[src/rtl/sapd_pkg.sv]
// Shared types and constants for the source address packet dropper.
package sapd_pkg;

	localparam logic [15:0] ETYPE_VLAN_Q  = 16'h8100;
	localparam logic [15:0] ETYPE_VLAN_AD = 16'h88a8;
	localparam logic [15:0] PROTO_IPV4    = 16'h0800;
	localparam logic [15:0] PROTO_IPV6    = 16'h86dd;
	localparam logic [15:0] ETH_HDR_LEN   = 16'd14;
	localparam logic [15:0] VLAN_HDR_LEN  = 16'd4;
	localparam logic [15:0] IPV4_HDR_LEN  = 16'd20;
	localparam logic [15:0] IPV6_HDR_LEN  = 16'd40;
	localparam logic [15:0] ETYPE_POS_HI  = 16'd12;
	localparam logic [15:0] ETYPE_POS_LO  = 16'd13;
	localparam logic [15:0] POS_MAX       = 16'hffff;
	localparam logic [15:0] THRESH_RESET  = 16'd450;

	localparam int CFG_IDX_W = 3;

	typedef enum logic [CFG_IDX_W-1:0] {
		REG_FILTER_ENABLE = 3'd0,
		REG_ADDR_A_HIGH   = 3'd1,
		REG_ADDR_A_LOW    = 3'd2,
		REG_ADDR_B_HIGH   = 3'd3,
		REG_ADDR_B_LOW    = 3'd4,
		REG_LEN_THRESHOLD = 3'd5
	} cfg_reg_t;

	typedef enum logic [1:0] {
		V_PASS  = 2'd0,
		V_TRUNC = 2'd1,
		V_MATCH = 2'd2
	} verdict_t;

	typedef struct packed {
		logic        filter_enable;
		logic [63:0] addr_a_high;
		logic [63:0] addr_a_low;
		logic [63:0] addr_b_high;
		logic [63:0] addr_b_low;
		logic [15:0] length_threshold;
	} cfg_t;

	typedef struct packed {
		logic [15:0] byte_position;
		logic [15:0] protocol;
		logic        vlan_seen;
		logic [63:0] source_high;
		logic [63:0] source_low;
	} frame_state_t;

endpackage

[src/rtl/sapd_ifs.sv]
// Channel interfaces: byte input, verdict output, register write.
interface sapd_in_if;
	logic        valid;
	logic        ready;
	logic [7:0]  data_byte;
	logic        first_byte;
	logic        last_byte;
	logic [15:0] frame_protocol;

	modport source(output valid, data_byte, first_byte, last_byte, frame_protocol,
		input ready);
	modport sink(input valid, data_byte, first_byte, last_byte, frame_protocol,
		output ready);
endinterface

interface sapd_out_if;
	logic        valid;
	logic        ready;
	logic [1:0]  verdict;
	logic [31:0] drop_total;

	modport source(output valid, verdict, drop_total, input ready);
	modport sink(input valid, verdict, drop_total, output ready);
endinterface

interface sapd_cfg_if;
	logic        valid;
	logic        ready;
	logic [2:0]  index;
	logic [63:0] data;

	modport source(output valid, index, data, input ready);
	modport sink(input valid, index, data, output ready);
endinterface

[src/rtl/sapd_cfg_regs.sv]
// Configuration register file with index decode.
module sapd_cfg_regs
	import sapd_pkg::*;
(
	input  logic              clk,
	input  logic              arst_n,
	input  logic              wr_en,
	input  logic [CFG_IDX_W-1:0] wr_index,
	input  logic [63:0]       wr_data,
	output cfg_t              cfg
);

	cfg_t cfg_q;

	always_ff @(posedge clk or negedge arst_n) begin
		if (!arst_n) begin
			cfg_q.filter_enable    <= 1'b1;
			cfg_q.addr_a_high      <= '0;
			cfg_q.addr_a_low       <= '0;
			cfg_q.addr_b_high      <= '0;
			cfg_q.addr_b_low       <= '0;
			cfg_q.length_threshold <= THRESH_RESET;
		end else if (wr_en) begin
			unique case (wr_index)
				REG_FILTER_ENABLE: cfg_q.filter_enable    <= wr_data[0];
				REG_ADDR_A_HIGH:   cfg_q.addr_a_high      <= wr_data;
				REG_ADDR_A_LOW:    cfg_q.addr_a_low       <= wr_data;
				REG_ADDR_B_HIGH:   cfg_q.addr_b_high      <= wr_data;
				REG_ADDR_B_LOW:    cfg_q.addr_b_low       <= wr_data;
				REG_LEN_THRESHOLD: cfg_q.length_threshold <= wr_data[15:0];
				default: ;
			endcase
		end
	end

	assign cfg = cfg_q;

endmodule

[src/rtl/sapd_parser.sv]
// Per-frame header tracking: byte position, VLAN skip, source address capture.
module sapd_parser
	import sapd_pkg::*;
(
	input  logic         clk,
	input  logic         arst_n,
	input  logic         advance,
	input  logic [7:0]   data_byte,
	input  logic         first_byte,
	input  logic         last_byte,
	input  logic [15:0]  frame_protocol,
	output frame_state_t state_next
);

	frame_state_t st_q;
	frame_state_t st_e;
	frame_state_t st_n;
	logic [15:0]  etype_q;
	logic [15:0]  etype_e;
	logic [15:0]  etype_n;
	logic [15:0]  idx;
	logic [15:0]  nh;

	always_comb begin
		st_e    = st_q;
		etype_e = etype_q;
		if (first_byte) begin
			st_e.byte_position = '0;
			st_e.vlan_seen     = 1'b0;
			st_e.source_high   = '0;
			st_e.source_low    = '0;
			st_e.protocol      = frame_protocol;
			etype_e            = '0;
		end
		idx = st_e.byte_position;
		nh  = st_e.vlan_seen ? (ETH_HDR_LEN + VLAN_HDR_LEN) : ETH_HDR_LEN;

		st_n    = st_e;
		etype_n = etype_e;
		if (idx == ETYPE_POS_HI || idx == ETYPE_POS_LO) begin
			etype_n = {etype_e[7:0], data_byte};
			if (idx == ETYPE_POS_LO)
				st_n.vlan_seen = (etype_n == ETYPE_VLAN_Q) || (etype_n == ETYPE_VLAN_AD);
		end else if (idx >= ETH_HDR_LEN) begin
			if (st_e.protocol == PROTO_IPV4) begin
				if (idx >= 16'(nh + 16'd12) && idx <= 16'(nh + 16'd15))
					st_n.source_low = {32'b0, st_e.source_low[23:0], data_byte};
			end else if (st_e.protocol == PROTO_IPV6) begin
				if (idx >= 16'(nh + 16'd8) && idx <= 16'(nh + 16'd15))
					st_n.source_high = {st_e.source_high[55:0], data_byte};
				else if (idx >= 16'(nh + 16'd16) && idx <= 16'(nh + 16'd23))
					st_n.source_low = {st_e.source_low[55:0], data_byte};
			end
		end
		if (st_e.byte_position != POS_MAX)
			st_n.byte_position = 16'(st_e.byte_position + 16'd1);
	end

	always_ff @(posedge clk or negedge arst_n) begin
		if (!arst_n) begin
			st_q    <= '0;
			etype_q <= '0;
		end else if (advance) begin
			if (last_byte) begin
				st_q          <= '0;
				st_q.protocol <= st_n.protocol;
				etype_q       <= '0;
			end else begin
				st_q    <= st_n;
				etype_q <= etype_n;
			end
		end
	end

	assign state_next = st_n;

	a_pos_clear_after_last: assert property (@(posedge clk) disable iff (!arst_n)
		advance && last_byte |=> st_q.byte_position == '0 && !st_q.vlan_seen)
		else $error("frame state not cleared after last byte");

	a_pos_count: assert property (@(posedge clk) disable iff (!arst_n)
		advance && !last_byte && !first_byte && st_q.byte_position != POS_MAX
		|=> st_q.byte_position == 16'($past(st_q.byte_position) + 16'd1))
		else $error("byte position did not advance");

endmodule

[src/rtl/sapd_judge.sv]
// Frame verdict and saturating matched-drop counter.
module sapd_judge
	import sapd_pkg::*;
#(
	parameter int COUNT_WIDTH = 32
) (
	input  logic         clk,
	input  logic         arst_n,
	input  logic         commit,
	input  cfg_t         cfg,
	input  frame_state_t st,
	output verdict_t     verdict,
	output logic [31:0]  drop_total
);

	logic [COUNT_WIDTH-1:0] cnt_q;
	logic [COUNT_WIDTH-1:0] cnt_n;
	logic [15:0]            len;
	logic [15:0]            nh;
	logic                   is_v4;
	logic                   is_v6;
	logic                   match;

	always_comb begin
		len   = st.byte_position;
		nh    = st.vlan_seen ? (ETH_HDR_LEN + VLAN_HDR_LEN) : ETH_HDR_LEN;
		is_v4 = st.protocol == PROTO_IPV4;
		is_v6 = st.protocol == PROTO_IPV6;
		if (is_v4)
			match = (st.source_low[31:0] == cfg.addr_a_low[31:0]) ||
				(st.source_low[31:0] == cfg.addr_b_low[31:0]);
		else
			match = (st.source_high == cfg.addr_a_high && st.source_low == cfg.addr_a_low) ||
				(st.source_high == cfg.addr_b_high && st.source_low == cfg.addr_b_low);

		if (!cfg.filter_enable || (!is_v4 && !is_v6))
			verdict = V_PASS;
		else if (len < nh)
			verdict = V_TRUNC;
		else if (is_v4 && len < 16'(nh + IPV4_HDR_LEN))
			verdict = V_TRUNC;
		else if (is_v6 && len < 16'(nh + IPV6_HDR_LEN))
			verdict = V_TRUNC;
		else if (match && len >= cfg.length_threshold)
			verdict = V_MATCH;
		else
			verdict = V_PASS;

		cnt_n = cnt_q;
		if (verdict == V_MATCH && cnt_q != '1)
			cnt_n = cnt_q + 1'b1;
	end

	always_ff @(posedge clk or negedge arst_n) begin
		if (!arst_n)
			cnt_q <= '0;
		else if (commit)
			cnt_q <= cnt_n;
	end

	assign drop_total = 32'(cnt_n);

	a_cnt_step: assert property (@(posedge clk) disable iff (!arst_n)
		commit && verdict == V_MATCH |=>
		cnt_q == $past(cnt_q) + 1'b1 || $past(cnt_q) == '1)
		else $error("matched drop not counted");

	a_cnt_hold: assert property (@(posedge clk) disable iff (!arst_n)
		!(commit && verdict == V_MATCH) |=> cnt_q == $past(cnt_q))
		else $error("drop counter moved without a matched drop");

endmodule

[src/rtl/source_address_packet_dropper.sv]
// Top level: input register, header parser, verdict logic, output register.
// Throughput: one byte per cycle, sustained, with the output side ready.
// A frame's verdict passes through the input register, then the result register
// (the verdict logic sits between them).
// A held result stalls input only when the staged byte is a last byte.
// Reset clears frame state, protocol tag, drop counter and loads register defaults.
module source_address_packet_dropper
	import sapd_pkg::*;
#(
	parameter int COUNT_WIDTH = 32
) (
	input  logic        clk,
	input  logic        arst_n,
	sapd_in_if.sink     in_ch,
	sapd_out_if.source  out_ch,
	sapd_cfg_if.sink    cfg_ch
);

	logic         valid_s1;
	logic [7:0]   data_s1;
	logic         first_s1;
	logic         last_s1;
	logic [15:0]  proto_s1;
	logic         advance;
	logic         out_valid_q;
	logic [1:0]   verdict_q;
	logic [31:0]  total_q;
	cfg_t         cfg;
	frame_state_t st_next;
	verdict_t     verdict;
	logic [31:0]  drop_total;

	assign advance     = valid_s1 && (!last_s1 || !out_valid_q || out_ch.ready);
	assign in_ch.ready = !valid_s1 || advance;
	assign cfg_ch.ready = 1'b1;

	sapd_cfg_regs u_cfg (
		.clk      (clk),
		.arst_n   (arst_n),
		.wr_en    (cfg_ch.valid),
		.wr_index (cfg_ch.index),
		.wr_data  (cfg_ch.data),
		.cfg      (cfg)
	);

	always_ff @(posedge clk or negedge arst_n) begin
		if (!arst_n)
			valid_s1 <= 1'b0;
		else if (in_ch.ready)
			valid_s1 <= in_ch.valid;
	end

	always_ff @(posedge clk) begin
		if (in_ch.valid && in_ch.ready) begin
			data_s1  <= in_ch.data_byte;
			first_s1 <= in_ch.first_byte;
			last_s1  <= in_ch.last_byte;
			proto_s1 <= in_ch.frame_protocol;
		end
	end

	sapd_parser u_parser (
		.clk            (clk),
		.arst_n         (arst_n),
		.advance        (advance),
		.data_byte      (data_s1),
		.first_byte     (first_s1),
		.last_byte      (last_s1),
		.frame_protocol (proto_s1),
		.state_next     (st_next)
	);

	sapd_judge #(
		.COUNT_WIDTH (COUNT_WIDTH)
	) u_judge (
		.clk        (clk),
		.arst_n     (arst_n),
		.commit     (advance && last_s1),
		.cfg        (cfg),
		.st         (st_next),
		.verdict    (verdict),
		.drop_total (drop_total)
	);

	always_ff @(posedge clk or negedge arst_n) begin
		if (!arst_n)
			out_valid_q <= 1'b0;
		else if (advance && last_s1)
			out_valid_q <= 1'b1;
		else if (out_ch.ready)
			out_valid_q <= 1'b0;
	end

	always_ff @(posedge clk) begin
		if (advance && last_s1) begin
			verdict_q <= verdict;
			total_q   <= drop_total;
		end
	end

	assign out_ch.valid      = out_valid_q;
	assign out_ch.verdict    = verdict_q;
	assign out_ch.drop_total = total_q;

	a_no_overwrite: assert property (@(posedge clk) disable iff (!arst_n)
		out_valid_q && !out_ch.ready |-> !(advance && last_s1))
		else $error("pending result overwritten");

	a_stage_hold: assert property (@(posedge clk) disable iff (!arst_n)
		valid_s1 && !advance |=> valid_s1 && $stable(data_s1) && $stable(last_s1))
		else $error("staged byte lost while stalled");

endmodule

[src/flat_wrapper.sv]
// flat-port wrapper written by rule: the top's interface ports become plain ports
module source_address_packet_dropper_flat import sapd_pkg::*;
#(
	parameter int COUNT_WIDTH = 32
)
  (clk, arst_n, in_ch_valid, in_ch_data_byte, in_ch_first_byte, in_ch_last_byte, in_ch_frame_protocol, in_ch_ready, out_ch_valid, out_ch_verdict, out_ch_drop_total, out_ch_ready, cfg_ch_valid, cfg_ch_index, cfg_ch_data, cfg_ch_ready);
  sapd_in_if in_ch_i ();
  sapd_out_if out_ch_i ();
  sapd_cfg_if cfg_ch_i ();
  input  logic clk;
  input  logic arst_n;
  input wire logic [$bits(in_ch_i.valid)-1:0] in_ch_valid;
  input wire logic [$bits(in_ch_i.data_byte)-1:0] in_ch_data_byte;
  input wire logic [$bits(in_ch_i.first_byte)-1:0] in_ch_first_byte;
  input wire logic [$bits(in_ch_i.last_byte)-1:0] in_ch_last_byte;
  input wire logic [$bits(in_ch_i.frame_protocol)-1:0] in_ch_frame_protocol;
  output wire logic [$bits(in_ch_i.ready)-1:0] in_ch_ready;
  output wire logic [$bits(out_ch_i.valid)-1:0] out_ch_valid;
  output wire logic [$bits(out_ch_i.verdict)-1:0] out_ch_verdict;
  output wire logic [$bits(out_ch_i.drop_total)-1:0] out_ch_drop_total;
  input wire logic [$bits(out_ch_i.ready)-1:0] out_ch_ready;
  input wire logic [$bits(cfg_ch_i.valid)-1:0] cfg_ch_valid;
  input wire logic [$bits(cfg_ch_i.index)-1:0] cfg_ch_index;
  input wire logic [$bits(cfg_ch_i.data)-1:0] cfg_ch_data;
  output wire logic [$bits(cfg_ch_i.ready)-1:0] cfg_ch_ready;
  assign in_ch_i.valid = in_ch_valid;
  assign in_ch_i.data_byte = in_ch_data_byte;
  assign in_ch_i.first_byte = in_ch_first_byte;
  assign in_ch_i.last_byte = in_ch_last_byte;
  assign in_ch_i.frame_protocol = in_ch_frame_protocol;
  assign in_ch_ready = in_ch_i.ready;
  assign out_ch_valid = out_ch_i.valid;
  assign out_ch_verdict = out_ch_i.verdict;
  assign out_ch_drop_total = out_ch_i.drop_total;
  assign out_ch_i.ready = out_ch_ready;
  assign cfg_ch_i.valid = cfg_ch_valid;
  assign cfg_ch_i.index = cfg_ch_index;
  assign cfg_ch_i.data = cfg_ch_data;
  assign cfg_ch_ready = cfg_ch_i.ready;
  source_address_packet_dropper #(.COUNT_WIDTH(COUNT_WIDTH)) u_core (.clk(clk), .arst_n(arst_n), .in_ch(in_ch_i), .out_ch(out_ch_i), .cfg_ch(cfg_ch_i));
endmodule
[config.mk]
export PLATFORM = sky130hd
export DESIGN_NAME = source_address_packet_dropper_flat
export DESIGN_NICKNAME = d
export VERILOG_FILES = /design/src/rtl/sapd_pkg.sv /design/src/rtl/sapd_ifs.sv /design/src/rtl/sapd_cfg_regs.sv /design/src/rtl/sapd_parser.sv /design/src/rtl/sapd_judge.sv /design/src/rtl/source_address_packet_dropper.sv /design/src/flat_wrapper.sv
export SDC_FILE = /design/constraint.sdc
export NUM_CORES = 1
export LEC_CHECK = 0
export ABC_AREA = 1
export BUFFER_PORTS_ARGS = -buffer_cell sky130_fd_sc_hd__clkbuf_2
export CAP_MARGIN = 10
export CORE_UTILIZATION = 55
export DETAILED_ROUTE_END_ITERATION = 7
export GPL_TIMING_DRIVEN = 0
export PLACE_DENSITY_LB_ADDON = 0.3
export SLEW_MARGIN = 20
export SYNTH_ARGS = -nofsm -noshare
export SYNTH_HDL_FRONTEND = slang
export SYNTH_SLANG_ARGS = --single-unit
[constraint.sdc]
create_clock -name clk -period 4.7 [get_ports clk]
set_clock_uncertainty 0.15 [all_clocks]
set_input_delay 0.94 -clock clk [delete_from_list [all_inputs] [get_ports clk]]
set_output_delay 0.94 -clock clk [all_outputs]
set_load 0.02 [all_outputs]
==> results.txt, run 1 <==
----------------------------------------------------
[STA]
  Max transition margin ... 21.95%
  Post-route clock period utilization ... 107.1%
  Final setup violation count ... 65
  Worst hold-check slack ... between 0.1 and 0.15 ns
  Final hold violations ... 0
  Final worst slack ... -0.3331 ns
  Post-layout min period ... just over 5 ns
  Unrepaired setup endpoints after global routing ... yes
  Max-slew violation count ... 0
  Timing-limited maximum frequency ... about 200 MHz
  Tightest Pin Transition ... roughly 1.2 ns

[Setup path]
  CP top delay family ... simple AND/OR/NAND/NOR gates
  Critical path start-end classification ... flop to flop
  Most prevalent standard cell on the critical path ... sky130_fd_sc_hd__nand2_1
  Biggest cell delay along the critical path ... roughly 0.45 ns
  Peak fanout along the critical path ... 10
  Cell at the slowest stage of the critical path ... sky130_fd_sc_hd__edfxtp_1
  CP Data Required Time ... ~4.9 ns
  Sum of buffers and inverters on the critical path ... 10
  Data arrival time at the worst-slack endpoint ... between 5 and 6 ns
  Startpoint Class ... flop
  Crit. End Element ... flop

[GRT]
  Vias in the first global route ... roughly 29000
  All-Layer GR Usage ... between 30% and 40%
  GR Overflow Total ... 0
  Pin count of the biggest net entering global routing ... 89
  First-pass GRT wire length ... roughly 160 mm
  Initial antenna violation count ... 1

[Power]
  Sequential cell fraction of total power ... 44.6%
  Comb pwr share ... 15.3%
  Fraction of power spent switching nets ... between 20% and 30%
  Share of power burned in the clock network ... around two fifths
  Switching power ... about 3600 uW
  P_leak ... 0.01763 uW
  VDD IR max ... ~0.00040 V
  P per Cell Area ... 346.1 mW/mm^2
  Pint ... 9006 uW

[Synthesis]
  Ys async rst share ... 88.81%
  Top cell type's share of synthesized area ... a little under two fifths
  Most used flip-flop cell after synthesis ... sky130_fd_sc_hd__dfrtp_1
  Most frequent cell after synthesis ... sky130_fd_sc_hd__nand2_1
  Number of synthesized flops with an enable pin ... 60
  Nets in the synthesized netlist ... ~4500
  Portion of the post-synthesis area used by sequential elements ... ~44%
  Post-synthesis adder-cell area fraction ... between 1 and 1.5%
  Largest area contributor in the netlist ... sky130_fd_sc_hd__dfrtp_1
  Most instantiated cells after synthesis ... sky130_fd_sc_hd__nand2_1, sky130_fd_sc_hd__inv_1, sky130_fd_sc_hd__dfrtp_1
  Post-synthesis compound-gate area fraction ... 9.250%
  Main combinational cell family by area after synthesis ... simple AND/OR/NAND/NOR gates
  Number of register bits inferred by synthesis ... about 540
  Fraction of synthesized area in multiplexers ... 0%
  Gate count after technology mapping ... about 4300
  Post-Syn Area per Cell ... 7.140 sq um
  Fraction of synthesized cell area in xor and xnor cells ... about 2.5%
  Synthesized area ... slightly above 0.03 sq mm
  Number of distinct standard cells referenced by the synthesized netlist ... 52
  Largest cells by area after synthesis ... sky130_fd_sc_hd__dfrtp_1, sky130_fd_sc_hd__nand2_1, sky130_fd_sc_hd__o21ai_0
  Number of warning messages in the yosys log ... 0
  Post-Synth Simple-Gate Area ... 33.82%

[Cells and area]
  Post-route standard cell area excluding fillers ... roughly 0.037 sq mm
  Nets ... 4716
  Synth-to-layout area growth ... 18.31%
  Antenna fix cells ... 0
  Share of cells above drive strength 1 ... between 10 and 15%

[Clocking]
  TritonCTS clock tree ... done
  Clk_lat worst skew ... 0.65 ns
  Number of CTS-inserted buffers ... 58
  CTS sink cnt ... around 540
  CTS clock-pin slew for the worst setup and hold paths ... about 0.07 ns
  Buffer type at the clock tree root ... sky130_fd_sc_hd__clkbuf_16
  Buffer levels on the longest clock path ... 3
  Maximum level of the CTS H-tree ... 2

[Route]
  Via count ... ~31000
  Detail-routed net length per standard cell ... 19.83 microns
  Iteration-0 DRC count of the detailed router ... between 3000 and 4000
  Aggregate routed wire length ... between 100 and 150 mm
  Final antenna-violating net count ... 0
  Count of TritonRoute iterations in the first routing pass ... 8
  DRC violation count after routing ... 0
  Per-cell via count in the routed design ... about 5.8

[Hold path]
  Hold WC Path Type ... input port to asynchronous set/reset pin

[Die]
  Area of the die ... roughly 0.057 sq mm
  Row cnt ... 86
  Overall die height ... about 240 microns
  Die Span X ... roughly 240 microns
  Floorplan core area ... approximately 0.055 sq mm
  I/O pin count ... about 140
  Starting density of the core ... around 56%

[Outcome]
  Result of the run ... finished, violations left
  Violated checks ... negative setup slack

[Placed design]
  RD Place Congestion ... between 0.9 and 1
  I/O Buffers ... approximately 130
  Placed Area ... 0.03270 sq mm
  Sum of net half-perimeters after detailed placement ... between 70 and 80 mm

[Run]
  Total of max-cap violations ... 0

----------------------------------------------------
[worst paths after layout]
kind	startpoint	to	slack [ns]	cells after the start
worst max-delay path	u_core.first_s1$_DFFE_PP_	u_core.out_ch.drop_total[31]$_DFFE_PP_	-0.33	27
worst min-delay path	arst_n	u_core.u_parser.st_q[157]$_DFFE_PN0P_	0.12	1
worst max register to register	u_core.first_s1$_DFFE_PP_	u_core.out_ch.drop_total[31]$_DFFE_PP_	-0.33	27
worst min register to register	u_core.u_cfg.cfg[14]$_DFFE_PN0P_	u_core.u_cfg.cfg[14]$_DFFE_PN0P_	0.33	2
max in group asynchronous	arst_n	u_core.u_cfg.cfg[56]$_DFFE_PN0P_	2.29	5
min in group clk	u_core.u_cfg.cfg[14]$_DFFE_PN0P_	u_core.u_cfg.cfg[14]$_DFFE_PN0P_	0.33	2
[timing repair]
item,in CTS,in global routing
hold endpoints to repair,0,0
endpoints found under the setup margin,66,65
buffers inserted,46,15
cloned,2,1
hold buffers,0,0
gates resized for setup,238,113
pin swaps,43,58
[state kept, by name, indices dropped and copies added (netlist names)]
signal and flops:
u_core.u_parser.st_q 161, u_core.u_parser.etype_q 8, u_core.last_s1 1, u_core.out_ch.drop_total 32, u_core.data_s1 8, u_core.u_judge.cnt_q 32
u_core.out_ch.verdict 2, u_core.proto_s1 16, u_core.out_ch.valid 1, u_core.first_s1 1, u_core.u_cfg.cfg 273, u_core.valid_s1 1
[logic make-up after synthesis]
kind of cell               Yosys count
and+or+nand+nor                   2449
buffers and inverters              688
AOI/OAI and AO/OA                  538
DFF                                536
xor gates and xnor gates            87
adders and majority gates           28
other                                1
[placed cells by master (no fill, tap or decap), drive strengths merged, types with 2 or more instances in the layout]
| master | instances |
|---|---|
| bufinv | 11 |
| nor3 | 26 |
| nand3b | 86 |
| or2 | 12 |
| o21a | 3 |
| clkinv | 17 |
| and2 | 16 |
| nand2 | 1475 |
| o31ai | 2 |
| dfrtp | 471 |
| buf | 137 |
| nor3b | 2 |
| nand3 | 389 |
| xor2 | 62 |
| inv | 492 |
| and3 | 2 |
| nor4 | 11 |
| nand4 | 82 |
| ha | 28 |
| nor2 | 346 |
| a31oi | 5 |
| o22ai | 84 |
| o21ai | 422 |
| dfstp | 5 |
| clkbuf | 339 |
| a21oi | 15 |
| edfxtp | 60 |
| xnor2 | 25 |
| clkinvlp | 3 |
[power groups by stage]
| stage | sequential, uW | combinational [uW] | clock, uW |
|---|---|---|---|
| 4_1_cts | 5620 | 1880 | 5090 |
| 3_3_place_gp | 5690 | 1750 | 0 |
| 3_5_place_dp | 5690 | 1820 | 0 |
| 2_1_floorplan | 5580 | 1240 | 0 |
| 6_report | 5640 | 1930 | 5070 |
| 5_1_grt | 5690 | 2180 | 5260 |
[cell type report]
type                       instances  area, sq um
buffer                           191         1164
clock buffer                      81         1669
clock inverter                    27        425.4
fill                            4871        18760
inverter                         496         1906
multi-input combinational       3103        15300
sequential                       536        13720
tap                              748        935.9
timing repair buffer             204         1429
[layer usage]
layer | share of wire, % | track usage, % | up-vias | wire [microns]
met2 | 43 | 56.02 | 1858 | 46050
met3 | 11 | 7.471 | 348 | 11440
met4 | 5.4 | 19.56 | 2 | 5809
met5 | 0.012 | 0 | - | 13
li1 | - | - | 14443 | -
met1 | 41 | 51.11 | 14530 | 43470
[metrics by stage]
step | instances | setup TNS [ns] | utilization (%) | setup WS [ns] | total power (uW)
floorplan | 4327 | 0 | - | 0.02524 | 6819
global placement | 5208 | -4143.88 | 58.75 | -8.604 | 7438
detailed placement | 5215 | -105.22 | 59.13 | -1.883 | 7514
CTS | 5371 | -7.044 | 65.18 | -0.1956 | 12590
global route | 5386 | -26.56 | 66.09 | -0.4860 | 13130
finish | 5386 | -15.97 | 66.09 | -0.3331 | 12650
No activity file was read; power rests on OpenSTA's default activity.
==> inputs of run 2 (changes only) <==
Settings changed: CORE_UTILIZATION 55 to 40, GPL_TIMING_DRIVEN 0 to not set.
==> run 2 against run 1 <==
The flow now finishes without violations. Total power decreased by 0.32%. Wire length is 3.7% lower. Non-clock buffer count rose by 53. Worst setup slack improved by 0.39 ns. Clock-buffer cell count down 1. Flip-flop and latch count is the same. Cell count up 6.3%. Register-to-register slack gained 0.39 ns. Highest routed layer unchanged.
==> results.txt, run 2 (synthesis gave the netlist of run 1 again) <==
----------------------------------------------------
[Outcome]
  Result of the run ... finished clean

[STA]
  Final setup violation count ... 0 (-100%)
  Unrepaired setup endpoints after global routing ... yes
  Post-route clock period utilization ... 98.74% (-8.3 points)
  Final hold violations ... 0 (unchanged)
  Post-layout min period ... 4.641 ns (-0.3923 ns)
  Tightest Pin Transition ... 1.127 ns (-0.04363 ns)
  Worst hold-check slack ... 0.1213 ns (-0.0008100 ns)
  Max-slew violation count ... 0 (unchanged)
  Max transition margin ... 24.86% (+2.9 points)
  Setup TNS ... 0 ns (+15.97 ns)
  Timing-limited maximum frequency ... 215.5 MHz (+8.5%)

[Setup path]
  Biggest cell delay along the critical path ... 0.47 ns (+0.02 ns)
  Cell at the slowest stage of the critical path ... sky130_fd_sc_hd__edfxtp_1
  Startpoint Class ... flop
  Peak fanout along the critical path ... 10 (unchanged)
  Terminus of the critical flop-to-flop path ... u_core.out_ch.drop_total[3]$_DFFE_PP_
  CP Data Required Time ... 4.96 ns (+0.03 ns)
  Critical path start-end classification ... flop to flop
  Crit. End Element ... flop
  Data arrival time at the worst-slack endpoint ... 4.90 ns (-0.36 ns)
  Most prevalent standard cell on the critical path ... sky130_fd_sc_hd__nand2_1
  Worst R2R Start ... u_core.first_s1$_DFFE_PP_
  Worst Reg-to-Reg Cells ... 32 (+19%)
  Register-to-Register Setup Slack ... 0.06 ns (+0.39 ns)

[Clocking]
  Maximum level of the CTS H-tree ... 2 (unchanged)
  CTS sink cnt ... 536 (unchanged)
  TritonCTS clock tree ... done
  # hold bufs at CTS ... 0 (unchanged)
  CTS clock-pin slew for the worst setup and hold paths ... 0.06 ns (about the same)
  Buffer levels on the longest clock path ... 3 (unchanged)
  Buffer type at the clock tree root ... sky130_fd_sc_hd__clkbuf_16
  Number of CTS-inserted buffers ... 59 (+1.7%)
  Clk_lat worst skew ... 0.65 ns (about the same)

[Route]
  DRC violation count after routing ... 0 (unchanged)
  Via count ... 29910 (-4.1%)
  Per-cell via count in the routed design ... 5.223 (-9.8%)
  Count of TritonRoute iterations in the first routing pass ... 6 (-2)
  Detail-routed net length per standard cell ... 17.95 microns (-9.5%)
  Aggregate routed wire length ... 102.8 mm (-3.7%)
  Iteration-0 DRC count of the detailed router ... 2913 (-25%)
  Final antenna-violating net count ... 0 (unchanged)

[Die]
  Starting density of the core ... 40.54% (-15 points)
  Die Span X ... 279.9 microns (+17%)
  Overall die height ... 279.9 microns (+17%)
  I/O pin count ... 135 (unchanged)
  Floorplan core area ... 0.07620 sq mm (+38%)
  Row cnt ... 101 (+17%)
  Area of the die ... 0.07835 sq mm (+37%)

[Placed design]
  Cells after DPL ... 5556 (+6.5%)
  RD Place Congestion ... 0.9512 (-0.76%)
  Placed Area ... 0.03421 sq mm (+4.6%)
  Sum of net half-perimeters after detailed placement ... 69.87 mm (-8.8%)
  I/O Buffers ... 133 (unchanged)

[GRT]
  Peak-usage layer in the global routing report ... met2
  GR Overflow Total ... 0 (unchanged)
  Met1 Use GR ... 36.35% (-15 points)
  First-pass GRT wire length ... 156.7 mm (-4.1%)
  Pin count of the biggest net entering global routing ... 120 (+35%)
  All-Layer GR Usage ... 25.42% (-12 points)
  Met3 track utilization from global routing ... 3.503% (-4.0 points)
  Met2 track demand over resource ... 39.74% (-16 points)
  Vias in the first global route ... 27592 (-4.4%)
  Initial antenna violation count ... 3 (+2)

[Cells and area]
  Combined area of the multi-input logic cells ... 0.01541 sq mm (+0.72%)
  Area used by sequential logic in the layout ... 0.01372 sq mm (unchanged)
  Post-route standard cell area excluding fillers ... 0.03823 sq mm (+4.6%)
  Flip-flop count of the largest register after layout ... 273 (unchanged)
  Commonest non-fill, non-tap cells in the layout ... sky130_fd_sc_hd__nand2_1, sky130_fd_sc_hd__inv_1, sky130_fd_sc_hd__dfrtp_1
  Synth-to-layout area growth ... 23.73%
  Finished Layout Cells ... 5727 (+6.3%)
  Share of cells above drive strength 1 ... 17.12% (+4.4 points)
  Nets ... 4771 (+1.2%)
  Most common cell after layout, fill and taps aside ... sky130_fd_sc_hd__nand2_1
  Number of filler cells placed in the layout ... 7422 (+52%)

[Hold path]
  Hold WC Path Type ... input port to asynchronous set/reset pin

[Power]
  VDD IR max ... 0.0002803 V (-30%)
  P_leak ... 0.01846 uW (+4.7%)
  P per Cell Area ... 329.9 mW/mm^2 (-4.7%)
  Sum of internal, switching and leakage power ... 12610 uW (-0.32%)

[Run]
  Total of max-cap violations ... 0 (unchanged)

----------------------------------------------------
[run 2: changes by cell type in the layout (fill, tap and decap cells not counted), moves of 6 or more]
| cell | previous run | this run |
|---|---|---|
| sky130_fd_sc_hd__buf_4 | 77 | 238 |
| sky130_fd_sc_hd__buf_12 | 8 | 37 |
| sky130_fd_sc_hd__clkbuf_1 | 118 | 13 |
| sky130_fd_sc_hd__clkbuf_16 | 61 | 69 |
| sky130_fd_sc_hd__and2_1 | 6 | 16 |
| sky130_fd_sc_hd__buf_16 | 7 | 1 |
| sky130_fd_sc_hd__clkbuf_2 | 143 | 132 |
| sky130_fd_sc_hd__buf_2 | 9 | 0 |
| sky130_fd_sc_hd__nand2_4 | 8 | 14 |
| sky130_fd_sc_hd__and2_4 | 10 | 0 |
| sky130_fd_sc_hd__nor2_2 | 18 | 41 |
| sky130_fd_sc_hd__nand2_1 | 1416 | 1388 |
| sky130_fd_sc_hd__nor2_1 | 309 | 283 |
| sky130_fd_sc_hd__nand2_2 | 45 | 70 |
[run 2: per-stage QoR]
stage | setup slack, ns | util [%]
5_1_grt | -0.1072 | 50.16
3_5_place_dp | -0.2880 | 44.89
2_1_floorplan | 0.02524 | -
6_report | 0.05925 | 50.17
4_1_cts | 0.01376 | 47.88
3_3_place_gp | -0.2885 | 44.89
[run 2: final cells by class]
class                           instances  area share, %
Tap cell                             1030          3.371
Multi-Input combinational cell       3104          40.32
Antenna cell                            1       0.006546
Clock inverter                         32          1.224
Inverter                              496          4.919
Sequential cell                       536          35.89
Timing Repair Buffer                  448          9.990
Clock buffer                           80          4.278
[run 2: where the power goes]
group          internal [uW]  switching (uW)  leakage, uW  total, uW
clock network           3000            2060      0.00102       5060
registers               5210             428      0.00678       5640
logic                    730            1180       0.0107       1910
[run 2: repair_timing]
| action | CTS | global route |
|---|---|---|
| endpoints found under the setup margin | 64 | 65 |
| endpoints found under the hold margin | 0 | 0 |
| pin swaps | 8 | 77 |
| gates resized for setup | 37 | 296 |
| gates cloned | 1 | 11 |
| setup buffers | 2 | 44 |
[run 2: worst max path at each step]
stage	cells past startpoint	start	to
2_1_floorplan	34	u_core.first_s1$_DFFE_PP_	u_core.out_ch.drop_total[0]$_DFFE_PP_
3_3_place_gp	23	u_core.first_s1$_DFFE_PP_	u_core.out_ch.drop_total[7]$_DFFE_PP_
3_5_place_dp	25	u_core.first_s1$_DFFE_PP_	u_core.out_ch.drop_total[6]$_DFFE_PP_
4_1_cts	34	u_core.first_s1$_DFFE_PP_	u_core.out_ch.drop_total[28]$_DFFE_PP_
5_1_grt	32	u_core.first_s1$_DFFE_PP_	u_core.out_ch.drop_total[3]$_DFFE_PP_
6_report	32	u_core.first_s1$_DFFE_PP_	u_core.out_ch.drop_total[3]$_DFFE_PP_
[run 2: routing by layer]
layer	share of wire, %	up-vias
li1	-	14529
met1	45	14070
met2	44	1124
met3	7.3	183
met4	3.2	4
met5	0.022	-
[run 2: worst max-delay path: cells and delay by family (launching register included)]
| kind | cells | cell delay, ns |
|---|---|---|
| buf+inv | 8 | 1.11 |
| flops | 1 | 0.47 |
| simple gates | 24 | 2.64 |
